[src/hw/rtl/usv_pkg.sv]
// ----------------------------------------------------------------------------
// usv_pkg
// shared types and constants of the utf-8 stream validator
// ----------------------------------------------------------------------------
package usv_pkg;

  localparam int unsigned CpW     = 21;   // code point width
  localparam int unsigned QDepth  = 2;    // classified item queue depth

  localparam logic [7:0] LeadTwoLo   = 8'hc2;
  localparam logic [7:0] LeadTwoHi   = 8'hdf;
  localparam logic [7:0] LeadThreeLo = 8'he0;
  localparam logic [7:0] LeadFourLo  = 8'hf0;
  localparam logic [7:0] LeadFourHi  = 8'hf4;
  localparam logic [7:0] AsciiLimit  = 8'h80;
  localparam logic [7:0] ContMask    = 8'hc0;
  localparam logic [7:0] ContTag     = 8'h80;
  localparam logic [7:0] ContBits    = 8'h3f;

  localparam logic [CpW-1:0] MinTwo     = 21'h00080;
  localparam logic [CpW-1:0] MinThree   = 21'h00800;
  localparam logic [CpW-1:0] MinFour    = 21'h10000;
  localparam logic [CpW-1:0] MaxCp      = 21'h10ffff;
  localparam logic [CpW-1:0] SurrLo     = 21'h0d800;
  localparam logic [CpW-1:0] SurrHi     = 21'h0dfff;

  // class of a byte when it stands where a lead byte is expected
  typedef enum logic [2:0] {
    LEAD_ASCII,
    LEAD_NUL,
    LEAD_TWO,
    LEAD_THREE,
    LEAD_FOUR,
    LEAD_BAD
  } usv_lead_e;

  // one classified item as it travels from front to back
  typedef struct packed {
    usv_lead_e   lead;       // class as a lead byte
    logic [4:0]  lead_bits;  // payload bits of a lead byte
    logic        is_cont;    // byte has the form 10xxxxxx
    logic [5:0]  cont_bits;  // payload bits of a continuation byte
    logic        last;       // final byte of the string
    logic        empty;      // zero-length string, no byte
  } usv_item_t;

endpackage

[src/hw/rtl/usv_front.sv]
// ----------------------------------------------------------------------------
// usv_front
// classifies each incoming byte and pushes it into the item queue
// ----------------------------------------------------------------------------
module usv_front (
  input  logic              in_valid_i,
  input  logic [7:0]        byte_value_i,
  input  logic              end_of_string_i,
  input  logic              empty_marker_i,
  input  logic              q_full_i,
  output logic              in_stall_o,
  output logic              push_o,
  output usv_pkg::usv_item_t item_o
);

  usv_pkg::usv_lead_e lead;
  logic [4:0]         lead_bits;

  always_comb begin
    lead_bits = 5'd0;
    if (byte_value_i < usv_pkg::AsciiLimit) begin
      lead = (byte_value_i == 8'd0) ? usv_pkg::LEAD_NUL : usv_pkg::LEAD_ASCII;
    end else if (byte_value_i >= usv_pkg::LeadTwoLo && byte_value_i <= usv_pkg::LeadTwoHi) begin
      lead      = usv_pkg::LEAD_TWO;
      lead_bits = byte_value_i[4:0];
    end else if (byte_value_i >= usv_pkg::LeadThreeLo && byte_value_i < usv_pkg::LeadFourLo) begin
      lead      = usv_pkg::LEAD_THREE;
      lead_bits = {1'b0, byte_value_i[3:0]};
    end else if (byte_value_i >= usv_pkg::LeadFourLo && byte_value_i <= usv_pkg::LeadFourHi) begin
      lead      = usv_pkg::LEAD_FOUR;
      lead_bits = {2'b00, byte_value_i[2:0]};
    end else begin
      lead = usv_pkg::LEAD_BAD;
    end
  end

  assign item_o.lead      = lead;
  assign item_o.lead_bits = lead_bits;
  assign item_o.is_cont   = (byte_value_i & usv_pkg::ContMask) == usv_pkg::ContTag;
  assign item_o.cont_bits = byte_value_i[5:0] & usv_pkg::ContBits[5:0];
  assign item_o.last      = end_of_string_i;
  assign item_o.empty     = empty_marker_i;

  assign in_stall_o = q_full_i;
  assign push_o     = in_valid_i && !q_full_i;

endmodule

[src/hw/rtl/usv_queue.sv]
// ----------------------------------------------------------------------------
// usv_queue
// short fifo of classified items between front and back
// ----------------------------------------------------------------------------
module usv_queue (
  input  logic               clk_i,
  input  logic               rst_ni,
  input  logic               push_i,
  input  usv_pkg::usv_item_t push_item_i,
  input  logic               pop_i,
  output logic               full_o,
  output logic               not_empty_o,
  output usv_pkg::usv_item_t head_o
);

  localparam int unsigned PtrW = $clog2(usv_pkg::QDepth);
  localparam int unsigned CntW = $clog2(usv_pkg::QDepth + 1);

  usv_pkg::usv_item_t         mem_q [usv_pkg::QDepth];
  logic [PtrW-1:0]            wr_ptr_q, wr_ptr_d;
  logic [PtrW-1:0]            rd_ptr_q, rd_ptr_d;
  logic [CntW-1:0]            count_q, count_d;

  function automatic logic [PtrW-1:0] ptr_inc(input logic [PtrW-1:0] p);
    if (p == PtrW'(usv_pkg::QDepth - 1)) begin
      return '0;
    end
    return p + PtrW'(1);
  endfunction

  assign full_o      = count_q == CntW'(usv_pkg::QDepth);
  assign not_empty_o = count_q != '0;
  assign head_o      = mem_q[rd_ptr_q];

  always_comb begin
    wr_ptr_d = push_i ? ptr_inc(wr_ptr_q) : wr_ptr_q;
    rd_ptr_d = pop_i  ? ptr_inc(rd_ptr_q) : rd_ptr_q;
    count_d  = count_q;
    if (push_i && !pop_i) begin
      count_d = count_q + CntW'(1);
    end else if (pop_i && !push_i) begin
      count_d = count_q - CntW'(1);
    end
  end

  always_ff @(posedge clk_i or negedge rst_ni) begin
    if (!rst_ni) begin
      wr_ptr_q <= '0;
      rd_ptr_q <= '0;
      count_q  <= '0;
    end else begin
      wr_ptr_q <= wr_ptr_d;
      rd_ptr_q <= rd_ptr_d;
      count_q  <= count_d;
    end
  end

  always_ff @(posedge clk_i) begin
    if (push_i) begin
      mem_q[wr_ptr_q] <= push_item_i;
    end
  end

endmodule

[src/hw/rtl/usv_back.sv]
// ----------------------------------------------------------------------------
// usv_back
// sequence state update and verdict register
// ----------------------------------------------------------------------------
module usv_back (
  input  logic               clk_i,
  input  logic               rst_ni,
  input  logic               zero_ok_i,
  input  logic               q_not_empty_i,
  input  usv_pkg::usv_item_t item_i,
  output logic               pop_o,
  input  logic               out_stall_i,
  output logic               out_valid_o,
  output logic               string_valid_o
);

  localparam int unsigned CpW = usv_pkg::CpW;

  logic [1:0]     pend_q, pend_d;
  logic [CpW-1:0] cp_q, cp_d;
  logic [1:0]     seq_q, seq_d;
  logic           err_q, err_d;
  logic           out_valid_q, out_valid_d;
  logic           verdict_q, verdict_d;

  logic           gives_result;
  logic           out_free;
  logic [CpW-1:0] cp_shift;
  logic [1:0]     pend_dec;
  logic [CpW-1:0] minimum;
  logic           verdict;

  assign gives_result = item_i.empty || item_i.last;
  assign out_free     = !out_valid_q || !out_stall_i;
  assign pop_o        = q_not_empty_i && (!gives_result || out_free);

  assign cp_shift = {cp_q[CpW-7:0], item_i.cont_bits};
  assign pend_dec = pend_q - 2'd1;

  always_comb begin
    unique case (seq_q)
      2'd1:    minimum = usv_pkg::MinTwo;
      2'd2:    minimum = usv_pkg::MinThree;
      default: minimum = usv_pkg::MinFour;
    endcase
  end

  always_comb begin
    pend_d  = pend_q;
    cp_d    = cp_q;
    seq_d   = seq_q;
    err_d   = err_q;
    verdict = 1'b0;
    if (pop_o) begin
      if (!item_i.empty) begin
        if (pend_q == 2'd0) begin
          unique case (item_i.lead)
            usv_pkg::LEAD_ASCII: ;
            usv_pkg::LEAD_NUL: begin
              if (!zero_ok_i) err_d = 1'b1;
            end
            usv_pkg::LEAD_TWO: begin
              cp_d   = CpW'(item_i.lead_bits);
              pend_d = 2'd1;
              seq_d  = 2'd1;
            end
            usv_pkg::LEAD_THREE: begin
              cp_d   = CpW'(item_i.lead_bits);
              pend_d = 2'd2;
              seq_d  = 2'd2;
            end
            usv_pkg::LEAD_FOUR: begin
              cp_d   = CpW'(item_i.lead_bits);
              pend_d = 2'd3;
              seq_d  = 2'd3;
            end
            default: err_d = 1'b1;
          endcase
        end else if (!item_i.is_cont) begin
          // broken sequence: drop it and look at later bytes afresh
          err_d  = 1'b1;
          pend_d = 2'd0;
          cp_d   = '0;
          seq_d  = 2'd0;
        end else begin
          pend_d = pend_dec;
          cp_d   = cp_shift;
          if (pend_dec == 2'd0) begin
            if (cp_shift < minimum || cp_shift > usv_pkg::MaxCp ||
                (cp_shift >= usv_pkg::SurrLo && cp_shift <= usv_pkg::SurrHi)) begin
              err_d = 1'b1;
            end
            cp_d  = '0;
            seq_d = 2'd0;
          end
        end
      end
      if (gives_result) begin
        verdict = !err_d && (pend_d == 2'd0);
        pend_d  = 2'd0;
        cp_d    = '0;
        seq_d   = 2'd0;
        err_d   = 1'b0;
      end
    end
  end

  always_comb begin
    out_valid_d = out_valid_q;
    verdict_d   = verdict_q;
    if (pop_o && gives_result) begin
      out_valid_d = 1'b1;
      verdict_d   = verdict;
    end else if (!out_stall_i) begin
      out_valid_d = 1'b0;
    end
  end

  always_ff @(posedge clk_i or negedge rst_ni) begin
    if (!rst_ni) begin
      pend_q      <= 2'd0;
      cp_q        <= '0;
      seq_q       <= 2'd0;
      err_q       <= 1'b0;
      out_valid_q <= 1'b0;
    end else begin
      pend_q      <= pend_d;
      cp_q        <= cp_d;
      seq_q       <= seq_d;
      err_q       <= err_d;
      out_valid_q <= out_valid_d;
    end
  end

  always_ff @(posedge clk_i) begin
    verdict_q <= verdict_d;
  end

  assign out_valid_o    = out_valid_q;
  assign string_valid_o = verdict_q;

endmodule

[src/hw/rtl/utf8_stream_validator_core.sv]
// ----------------------------------------------------------------------------
// utf8_stream_validator_core
// strict utf-8 checker for a byte stream, one verdict per string
// ----------------------------------------------------------------------------
// Takes one byte per item and one item per clock cycle unless the item queue
// is full. Each string ends with an item carrying end_of_string_i, or with an
// empty_marker_i item (no byte); that item yields exactly one result,
// string_valid_o, via the queue and verdict register. Other items yield nothing.
// Rejected: lead bytes 0x80-0xc1 and 0xf5-0xff, continuation bytes not of the
// form 10xxxxxx, overlong forms, surrogates, code points above 0x10ffff,
// sequences cut short at the string end, and zero bytes unless the zero-byte
// permit is set through cfg_we_i / cfg_wdata_i (write it only while the block
// is idle).
// The rate is set by the sequence state update loop in the back end; a
// two-entry item queue lets input keep flowing while a verdict waits.
// ----------------------------------------------------------------------------
module utf8_stream_validator_core (
  input  logic       clk_i,
  input  logic       rst_ni,
  // configuration
  input  logic       cfg_we_i,
  input  logic       cfg_wdata_i,
  // input items
  input  logic       in_valid_i,
  output logic       in_stall_o,
  input  logic [7:0] byte_value_i,
  input  logic       end_of_string_i,
  input  logic       empty_marker_i,
  // result items
  output logic       out_valid_o,
  input  logic       out_stall_i,
  output logic       string_valid_o
);

  // zero-byte permit register
  logic zero_ok_q, zero_ok_d;

  // front to queue
  logic               push;
  usv_pkg::usv_item_t push_item;
  logic               q_full;

  // queue to back
  logic               pop;
  logic               q_not_empty;
  usv_pkg::usv_item_t head_item;

  assign zero_ok_d = cfg_we_i ? cfg_wdata_i : zero_ok_q;

  always_ff @(posedge clk_i or negedge rst_ni) begin
    if (!rst_ni) begin
      zero_ok_q <= 1'b0;
    end else begin
      zero_ok_q <= zero_ok_d;
    end
  end

  // byte classification, stalls only on a full queue
  usv_front u_front (
    .in_valid_i      (in_valid_i),
    .byte_value_i    (byte_value_i),
    .end_of_string_i (end_of_string_i),
    .empty_marker_i  (empty_marker_i),
    .q_full_i        (q_full),
    .in_stall_o      (in_stall_o),
    .push_o          (push),
    .item_o          (push_item)
  );

  // decouples the front from a stalled verdict
  usv_queue u_queue (
    .clk_i       (clk_i),
    .rst_ni      (rst_ni),
    .push_i      (push),
    .push_item_i (push_item),
    .pop_i       (pop),
    .full_o      (q_full),
    .not_empty_o (q_not_empty),
    .head_o      (head_item)
  );

  // sequence tracking and verdict output register
  usv_back u_back (
    .clk_i          (clk_i),
    .rst_ni         (rst_ni),
    .zero_ok_i      (zero_ok_q),
    .q_not_empty_i  (q_not_empty),
    .item_i         (head_item),
    .pop_o          (pop),
    .out_stall_i    (out_stall_i),
    .out_valid_o    (out_valid_o),
    .string_valid_o (string_valid_o)
  );

endmodule

[config.mk]
export PLATFORM = sky130hd
export DESIGN_NAME = utf8_stream_validator_core
export DESIGN_NICKNAME = d
export VERILOG_FILES = /design/src/hw/rtl/usv_pkg.sv /design/src/hw/rtl/usv_front.sv /design/src/hw/rtl/usv_queue.sv /design/src/hw/rtl/usv_back.sv /design/src/hw/rtl/utf8_stream_validator_core.sv
export SDC_FILE = /design/constraint.sdc
export NUM_CORES = 1
export LEC_CHECK = 0
export ABC_AREA = 1
export ABC_CLOCK_PERIOD_IN_PS = 1900
export BUFFER_PORTS_ARGS = -buffer_cell sky130_fd_sc_hd__buf_2
export CORE_MARGIN = 10
export CORE_UTILIZATION = 54
export CTS_CLUSTER_SIZE = 30
export DETAILED_ROUTE_END_ITERATION = 16
export GPL_ROUTABILITY_DRIVEN = 1
export GPL_TIMING_DRIVEN = 0
export PLACE_DENSITY_LB_ADDON = 0.15
export REMOVE_ABC_BUFFERS = 1
export SETUP_SLACK_MARGIN = 0.1
export SYNTH_ARGS = -nofsm -noshare
export SYNTH_HDL_FRONTEND = slang
export SYNTH_SLANG_ARGS = --single-unit
[constraint.sdc]
create_clock -name clk_i -period 1.9 [get_ports clk_i]
set_input_delay 0.19 -clock clk_i [delete_from_list [all_inputs] [get_ports clk_i]]
set_output_delay 0.19 -clock clk_i [all_outputs]
set_load 0.005 [all_outputs]
**After elaboration in Yosys (flattened, before gate mapping)**

Memories as Yosys holds them, arrays and structs flattened.
Index checks and enable logic that the tools add are counted.

- Bits of input ports: 16
- Memory bits (writable): 34
- Memories: 1
- Output and inout bits: 3
- Flip-flop bits (word level): 27
- Logic and storage cells: 123

Memories:

| memory | words | bits a word | rd ports | clocked after memory_dff | write ports | line | text |
|---|---|---|---|---|---|---|---|
| u_queue.mem_q | 2 | 17 | 1 | 0 | 1 | usv_queue.sv:19 | `usv_pkg::usv_item_t mem_q [usv_pkg::QDepth];` |

- $add $sub $neg: 5
- Mux-type cells: 49
- Equal/unequal tests: 13
- Reduce and logical (&&, ||, !) cells: 34
- Order comparisons: 11

Operators by type and width:

| operator | number |
|---|---|
| $mux 15 | 6 |
| $pmux 17 s2 | 1 |
| $ge 8x8->1 const B | 3 |
| $mux 2 | 12 |
| $ge 21x16->1 const B | 1 |
| $gt 21x21->1 const B | 1 |
| $le 21x16->1 const B | 1 |
| $lt 21x17->1 | 1 |
| $mux 1 | 20 |
| $le 8x8->1 const B | 2 |
| $lt 8x8->1 const B | 2 |
| $mux 5 | 3 |
| $mux 3 | 4 |
| $pmux 2 s3 | 2 |
| $logic_and 1x1->1 | 10 |
| $logic_not 8->1 | 1 |
| $logic_not 1->1 | 7 |
| $eq 2x2->1 const B | 3 |
| $eq 3x2->1 const B | 2 |
| $logic_not 2->1 | 3 |
| $logic_or 1x1->1 | 5 |
| $ne 5x4->1 const B | 1 |
| $ne 4x4->1 const B | 1 |
| $reduce_and 4->1 | 1 |
| other kinds (16) | 19 |

**Logic depth before layout (Yosys ltp)**

Gate-level depths: netlist (run 1).

- Word-level depth: 13
- Depth in mapped cells: 16
- Gate-level depth less buffers: 16

**By module**

A second synthesis (run 1) with hierarchy kept.

- Cell total of the unflattened synthesis: 315
- Area, all modules: 3141.8 um2

Modules (own cells, without submodules):

| module | times used | area each (um2) | seq. area each (um2) | cells each |
|---|---|---|---|---|
| usv_queue | 1 | 1483.9 | 1121.1 | 78 |
| usv_back | 1 | 1340.0 | 555.5 | 179 |
| usv_front | 1 | 277.8 | 0.0 | 53 |
| utf8_stream_validator_core | 1 | 40.0 | 25.0 | 5 |

**Worst setup path after synthesis (run 1)**

Ideal clock, no wire load.

- Kind: reg-to-reg
- Start point: register u_queue.rd_ptr_q
- End point: register u_queue.count_q[1]
- Arrival time: 1.728 ns
- Period minus slack after synthesis: 1.859 ns
- Required time: 1.769 ns
- Cell stages (with the launch flop): 14
- Buffers on the path: 1
- Setup time: 0.131 ns
- Slack: 0.041 ns
- Cell sequence: dfrtp_1 buf_6 nand2_2 inv_1 a21oi_2 nand2_4 inv_4 o21ai_4 nand2_4 inv_4 ha_1 a21oi_1 o21ai_0 xor2_1

- Cells in the longest elaborated chain, start to end: 8
- Elaborated cells between the ends (all ways): 10
- Classes of those cells: mux: 1; reduce/logical: 8; memory: 1

Ends and longest elaborated chain:

| what | line | text |
|---|---|---|
| start, declared | usv_queue.sv:21 | `logic [PtrW-1:0] rd_ptr_q, rd_ptr_d;` |
| start signal, assigned | usv_queue.sv:53 | `rd_ptr_q <= rd_ptr_d;` |
| $mem_v2 2x17 * | - |  |
| $logic_or 1x1->1 * | usv_back.sv:33 | `assign gives_result = item_i.empty \|\| item_i.last;` |
| $logic_not 1->1 * | usv_back.sv:35 | `assign pop_o = q_not_empty_i && (!gives_result \|\| out_free);` |
| $logic_or 1x1->1 * | usv_back.sv:35 |  |
| $logic_and 1x1->1 * | usv_back.sv:35 |  |
| $logic_not 1->1 | usv_queue.sv:39 | `if (push_i && !pop_i) begin` |
| $logic_and 1x1->1 | usv_queue.sv:39 |  |
| $mux 2 / $reduce_bool 2->1 (equally long branches) | - |  |
| end signal, assigned | usv_queue.sv:54 | `count_q <= count_d;` |
| end, declared | usv_queue.sv:22 | `logic [CntW-1:0] count_q, count_d;` |

Mark *: on every way between the ends. The rest lies on a longest branch, timed or not.
A chain may end at the register's enable or synchronous reset.

**Worst setup path after layout (run 1)**

Same ends and word-level chain as after synthesis.

==> impl_metrics.tcl, run 1 <==
set metrics [dict create \
    period_minus_slack_ps 2050 \
    end_kind "register" \
    slowest_delay_ps 470 \
    skew_ps 10.3 \
    hold_end "u_queue.mem_q[0][1]" \
    area_growth_pct 34.3 \
    worst-path-max-fanout 5 \
    track_usage_pct 15.6 \
    hold_viol 0 \
    setup_viol 16 \
    fmax_mhz 488 \
    syn_area_per_cell_um2 9.68 \
    critical_path_class "register to register" \
    tightest_slew_ps 907 \
    antenna_cells 0 \
    drc 0 \
    combPwrFrac_pct 55.6 \
    rr_worst_depth 12 \
    critPathRequiredTime_ps 2150 \
    rows 26 \
    initial_core_util_pct 56.9 \
    netSwitchingFraction_pct 39.8 \
    final_util_pct 76.5 \
    finalSetupTns_ps -736 \
    crit_chain "clkinvlp_4 > buf_6 > a21oi_4 > nand2_4 > inv_4 > o21ai_4 > nand2_4 > inv_6 > ha_4 > a21oi_2 > o21ai_1 > xor2_1" \
    die_x_um 94.3 \
    min_path_type "input pin to register" \
    port_buffers 18 \
    ff_latch_area_um2 1710 \
    power.switching_mw 3.08 \
    die_h_um 94.3 \
    rsz0062_at_grt "true" \
    clk_latency_ps 330 \
    p_per_area_nw_per_um2 1930 \
    synth_seq_area_share_pct 57.1 \
    r2r-start "u_queue.rd_ptr_q" \
    min_path_cells 1 \
    final_cell_mix "nand2_1 (38), nor2_1 (37), edfxtp_1 (35)" \
    slowest_stage "dfrtp_4" \
    synthDistinctLibCells 34 \
    min_from "end_of_string_i" \
    rrSetupSlack_ps -150 \
    firstDrtPassIters 5 \
    power.share.clock_pct 17.4 \
    worst-path-stages 12 \
    cts_max_level 3 \
    finalMaxSlewViolations 0 \
    cts_sinks 61 \
    cts_buffers 9 \
    regToRegEndpoint "u_queue.count_q[1]" \
    grt_remaining_overflow 0 \
    cts_buffer_depth 2 \
    synth_cells 308 \
    drt-initial-drc-count 168 \
    cp.arrival_ps 2300 \
    grt_max_degree 27 \
    grt_pass1_vias 2365 \
    cts_tree "yes" \
    die-area_um2 8890 \
    grt_pass1_wl_um 10800 \
    layout_commonest_cell "nand2_1" \
    antenna_found_initial 0 \
    clk_pin_slew_ps 70 \
    postRouteAntennaNets 0 \
    crit_family "flip-flops" \
    design_area_um2 4010 \
    cp-start-kind "register" \
    fin_crit_sh_pct 108 \
    yosysWarnings 0 \
    coreArea_um2 5240 \
    outcome "finished with violations" \
    fillers 331 \
    gp_congestion 0.809 \
    relSlewSlack_pct 39.5 \
    syn_area_um2 2980 \
    wl_um 7030 \
    final_nets 390 \
    ys_ff_latch 61 \
    leakagePower_nw 1.71 \
    wl_per_cell_um 15.9 \
    drive_above_1_share_pct 38.2 \
    place_area_um2 3100 \
    clock-root-buffer "clkbuf_8" \
    max_cap_viol_count 0 \
    power_frac_seq_pct 27.0 \
    io_pins 19 \
    peakVddDrop_v 0.000913 \
    num_vias 2347 \
    whs_ps 44.9 \
    vias_per_cell 5.31 \
    finalWorstSetupSlack_ps -149 \
    crit_top_cell "nand2_4" \
    violations "negative setup slack" \
    dpl.hpwl_um 3620 \
    multi_input_area_um2 1340 \
    critPathBufInv 4 \
    intPower_mw 4.66 \
]
-- registers in the layout (all words and copies together) (netlist names), 2 cells and up --
| signal | flops |
|---|---|
| u_back.cp_q | 15 |
| u_back.pend_q | 2 |
| u_back.seq_q | 2 |
| u_queue.count_q | 2 |
| u_queue.mem_q | 34 |
-- per-layer routing --
metal  up-vias  routed length (um)  global-route usage [%]
li1       1152                   -                       -
met1      1115                3070                    18.7
met2        60                3520                    25.1
met3        20                 252                    3.60
met4         0                 187                    8.99
met5         -                   0                       0
-- worst max-delay path by stage --
stage / startpoint / endpoint / slack (ps)
after floorplan: u_queue.rd_ptr_q / u_back.seq_q[0] / -590
after global placement: u_queue.rd_ptr_q / u_back.seq_q[0] / -1300
after detailed placement: u_queue.rd_ptr_q / u_back.seq_q[0] / -1300
after CTS: u_queue.rd_ptr_q / u_queue.count_q[1] / 20
after global routing: u_queue.rd_ptr_q / u_queue.count_q[1] / -180
final: u_queue.rd_ptr_q / u_queue.count_q[1] / -150
-- layout make-up --
| class | count | area share (%) |
|---|---|---|
| clock buffers | 11 | 3.28 |
| well taps | 70 | 2.19 |
| repair buffers | 54 | 11.6 |
| multi-input cells | 199 | 33.5 |
| clock inverters | 5 | 2.47 |
| inverters | 42 | 4.40 |
| flip-flops and latches | 61 | 42.6 |
-- Yosys cell counts, drive strengths merged --
cell,instances,share of area (%)
nand2,56,7.6
nor2,49,6.4
inv,41,5.3
edfxtp,35,35
o21ai,30,5.5
dfrtp,26,22
nand3,20,3.4
a21oi,12,2.9
ha,7,2.9
buf,5,1.9
mux2i,5,1.7
nand4,3,0.63
nor3,3,0.67
o32ai,3,0.88
clkbuf,2,0.25
o22ai,2,0.42
xor2,2,0.59
clkinv,1,0.13
mux2,1,0.38
nand3b,1,0.25
nor4,1,0.21
o32a,1,0.34
or2,1,0.21
xnor2,1,0.29
-- repair_timing --
| action | 4_1_cts | 5_1_grt |
|---|---|---|
| gates cloned | 2 | 1 |
| setup buffers | 29 | 6 |
| pin swaps | 12 | 23 |
| endpoints found under the hold margin | 26 | 0 |
| endpoints found under the setup margin | 60 | 57 |
| hold buffers | 1 | 0 |
| resized for setup | 47 | 46 |
-- power by group through the flow --
stage / Combinational, mW / Clock (mW) / Sequential (mW)
after floorplan: 1.73 / 0 / 2.05
after global placement: 2.14 / 0 / 2.11
after detailed placement: 2.17 / 0 / 2.12
after CTS: 3.69 / 1.35 / 2.07
after global routing: 4.62 / 1.42 / 2.13
final: 4.30 / 1.34 / 2.09
-- cell families (layout without fill, tap and decap cells) --
| kind of cell | count (synthesis) | after routing | synth area share [%] |
|---|---|---|---|
| DFF | 61 | 61 | 57.1 |
| AOI/OAI and AO/OA | 48 | 48 | 10.1 |
| and+or+nand+nor | 134 | 135 | 19.4 |
| buffers and inverters | 49 | 112 | 7.60 |
| muxes | 6 | 6 | 2.06 |
| adders and majority gates | 7 | 7 | 2.94 |
| xor gates and xnor gates | 3 | 3 | 0.881 |
-- metrics by stage --
step | setup WS (ps) | std cells | total power, mW
floorplan | -588 | 301 | 3.78
global placement | -1300 | 389 | 4.24
detailed placement | -1300 | 389 | 4.29
CTS | 18.9 | 437 | 7.11
global route | -182 | 442 | 8.17
finish | -149 | 442 | 7.73
(Power assumes the default switching activity.)
==> run 2, diff against run 1 <==
--- a/config.mk
+++ b/config.mk
@@ -8,3 +8,3 @@
 export ABC_AREA = 1
-export ABC_CLOCK_PERIOD_IN_PS = 1900
+export ABC_CLOCK_PERIOD_IN_PS = 1700
 export BUFFER_PORTS_ARGS = -buffer_cell sky130_fd_sc_hd__buf_2
==> constraint.sdc (replaced) <==
create_clock -name clk_i -period 1.7 [get_ports clk_i]
set_input_delay 0.17 -clock clk_i [delete_from_list [all_inputs] [get_ports clk_i]]
set_output_delay 0.17 -clock clk_i [all_outputs]
set_load 0.05 [all_outputs]
==> impl_metrics.tcl, run 2 (synthesis results as in run 1) <==
set metrics [dict create \
    min_from "end_of_string_i" \
    cts_buffer_depth 2 \
    finalMaxSlewViolations 0 \
    setup_viol 24 \
    largestRegisters "u_queue.mem_q x34, u_back.cp_q x15" \
    initial_core_util_pct 56.9 \
    wl_per_cell_um 16.3 \
    final_cell_mix "nand2_1 (42), nor2_1 (38), edfxtp_1 (35)" \
    min_path_type "input pin to register" \
    peakVddDrop_v 0.00109 \
    finalWorstSetupSlack_ps -237 \
    track_usage_pct 15.8 \
    layout_commonest_cell "nand2_1" \
    fin_cells 445 \
    rr_worst_depth 12 \
    grt_remaining_overflow 0 \
    postRouteAntennaNets 0 \
    area_growth_pct 32.9 \
    drive_above_1_share_pct 36.3 \
    cts_max_level 3 \
    outcome "finished with violations" \
    clock-root-buffer "clkbuf_8" \
    regToRegEndpoint "u_queue.count_q[1]" \
    hold_viol 0 \
    die_h_um 94.3 \
    grt_pass1_vias 2397 \
    final_nets 393 \
    grt_max_degree 27 \
    drt-initial-drc-count 164 \
    period_minus_slack_ps 1940 \
    violations "negative setup slack" \
    critical_path_class "register to register" \
    die-area_um2 8890 \
    coreArea_um2 5240 \
    fin_crit_sh_pct 114 \
    crit_top_cell "nand2_4" \
    relSlewSlack_pct 51.5 \
    crit_family "flip-flops" \
    cts_tree "yes" \
    cp-start-kind "register" \
    die_x_um 94.3 \
    io_pins 19 \
    antenna_found_initial 0 \
    num_vias 2414 \
    slowest_delay_ps 470 \
    antenna_cells 0 \
    cp.arrival_ps 2160 \
    regMostFlops "u_queue.mem_q" \
    min_path_cells 1 \
    hold_end "u_queue.mem_q[1][1]" \
    dp_cells 389 \
    leakagePower_nw 1.70 \
    port_buffers 18 \
    drc 0 \
    rows 26 \
    skew_ps 11.6 \
    whs_ps 13.5 \
    slowest_stage "dfrtp_4" \
    gp_congestion 0.809 \
    max_cap_viol_count 0 \
    r2r-start "u_queue.rd_ptr_q" \
    critPathRequiredTime_ps 1930 \
    largest_reg_flops 34 \
    cts_sinks 61 \
    critPathBufInv 4 \
    rrSetupSlack_ps -240 \
    worst-path-max-fanout 5 \
    p_per_area_nw_per_um2 2180 \
    grt_pass1_wl_um 11000 \
    wl_um 7250 \
    clk_pin_slew_ps 70 \
    cts_buffers 9 \
    end_kind "register" \
    vias_per_cell 5.42 \
    tightest_slew_ps 720 \
    rsz0062_at_grt "true" \
    clk_latency_ps 340 \
    dpl.hpwl_um 3620 \
    fmax_mhz 516 \
    crit_chain "clkinvlp_4 > buf_6 > a21oi_4 > nand2_4 > inv_4 > o21ai_4 > nand2_4 > inv_6 > ha_4 > a21oi_2 > o21ai_1 > xor2_1" \
    firstDrtPassIters 4 \
]
run 2: cell types whose count changed in the layout (fill, tap and decap cells not counted), moves of 2 or more:
| cell | before | now |
|---|---|---|
| buf_12 | 3 | 5 |
| buf_4 | 20 | 28 |
| buf_6 | 10 | 5 |
| nand2_1 | 38 | 42 |
| nand2_2 | 15 | 12 |
| nor2_2 | 6 | 2 |
| nor2_4 | 7 | 10 |
| o21ai_1 | 7 | 11 |
| o21ai_2 | 8 | 6 |
run 2: power breakdown:
group	internal, mW	leakage, nW	switching, mW
Combinational	2.12	0.918	2.69
Sequential	2.05	0.664	0.288
Clock	0.968	0.115	0.553
Total	5.13	1.70	3.53
run 2: worst reg2reg max path, stage by stage (launching register included):
cell,delay [ps]
dfrtp_4,470
clkinvlp_4,140
buf_6,140
a21oi_4,150
nand2_4,90
inv_4,80
o21ai_4,70
nand2_4,90
inv_6,50
ha_4,220
a21oi_2,90
o21ai_1,90
xor2_1,150
run 2: worst max path at each step:
stage,start,to,slack [ps],cells after the start
global placement,u_queue.rd_ptr_q,u_back.seq_q[0],-1500,13
finish,u_queue.rd_ptr_q,u_queue.count_q[1],-240,12
detailed placement,u_queue.rd_ptr_q,u_back.seq_q[0],-1500,13
CTS,u_queue.rd_ptr_q,u_queue.count_q[1],-180,12
global route,u_queue.rd_ptr_q,u_back.string_valid_o,-320,12
floorplan,u_queue.rd_ptr_q,u_back.seq_q[0],-790,13
run 2: cell type report:
type                            instances  area, um^2
Clock inverter                          5        98.8
Timing Repair Buffer                   57         467
Inverter                               42         174
Multi-Input combinational cell        199        1300
Clock buffer                           11         131
Tap cell                               70        87.6
Sequential cell                        61        1710
Fill cell                             338        1270
run 2: layer usage:
layer / vias up / global-route usage [%] / wire [um]
met5: - / 0 / 0
met1: 1145 / 18.5 / 2960
met3: 26 / 3.52 / 429
met4: 0 / 8.48 / 219
li1: 1154 / - / -
met2: 89 / 26.3 / 3640
run 2: through the flow:
| stage | setup WS, ps | total power [mW] | instance area (um^2) | setup TNS [ps] | utilization [%] |
|---|---|---|---|---|---|
| after global placement | -1500 | 4.87 | 3100 | -47510 | 59.1 |
| final | -237 | 8.66 | 3960 | -4110 | 75.7 |
| after global routing | -322 | 9.15 | 3960 | -6290 | 75.7 |
| after floorplan | -788 | 4.35 | 2920 | -15420 | - |
| after detailed placement | -1500 | 4.92 | 3100 | -34130 | 59.2 |
| after CTS | -181 | 8.16 | 3820 | -8300 | 73.0 |
run 2: what timing repair did:
item                                    in CTS  in global routing
hold buffers                                 1                  0
gates resized for setup                     53                 22
buffers inserted                            30                  8
pin swaps                                   12                 17
endpoints found under the setup margin      61                 60
cloned                                       2                  0
endpoints found under the hold margin       26                  0
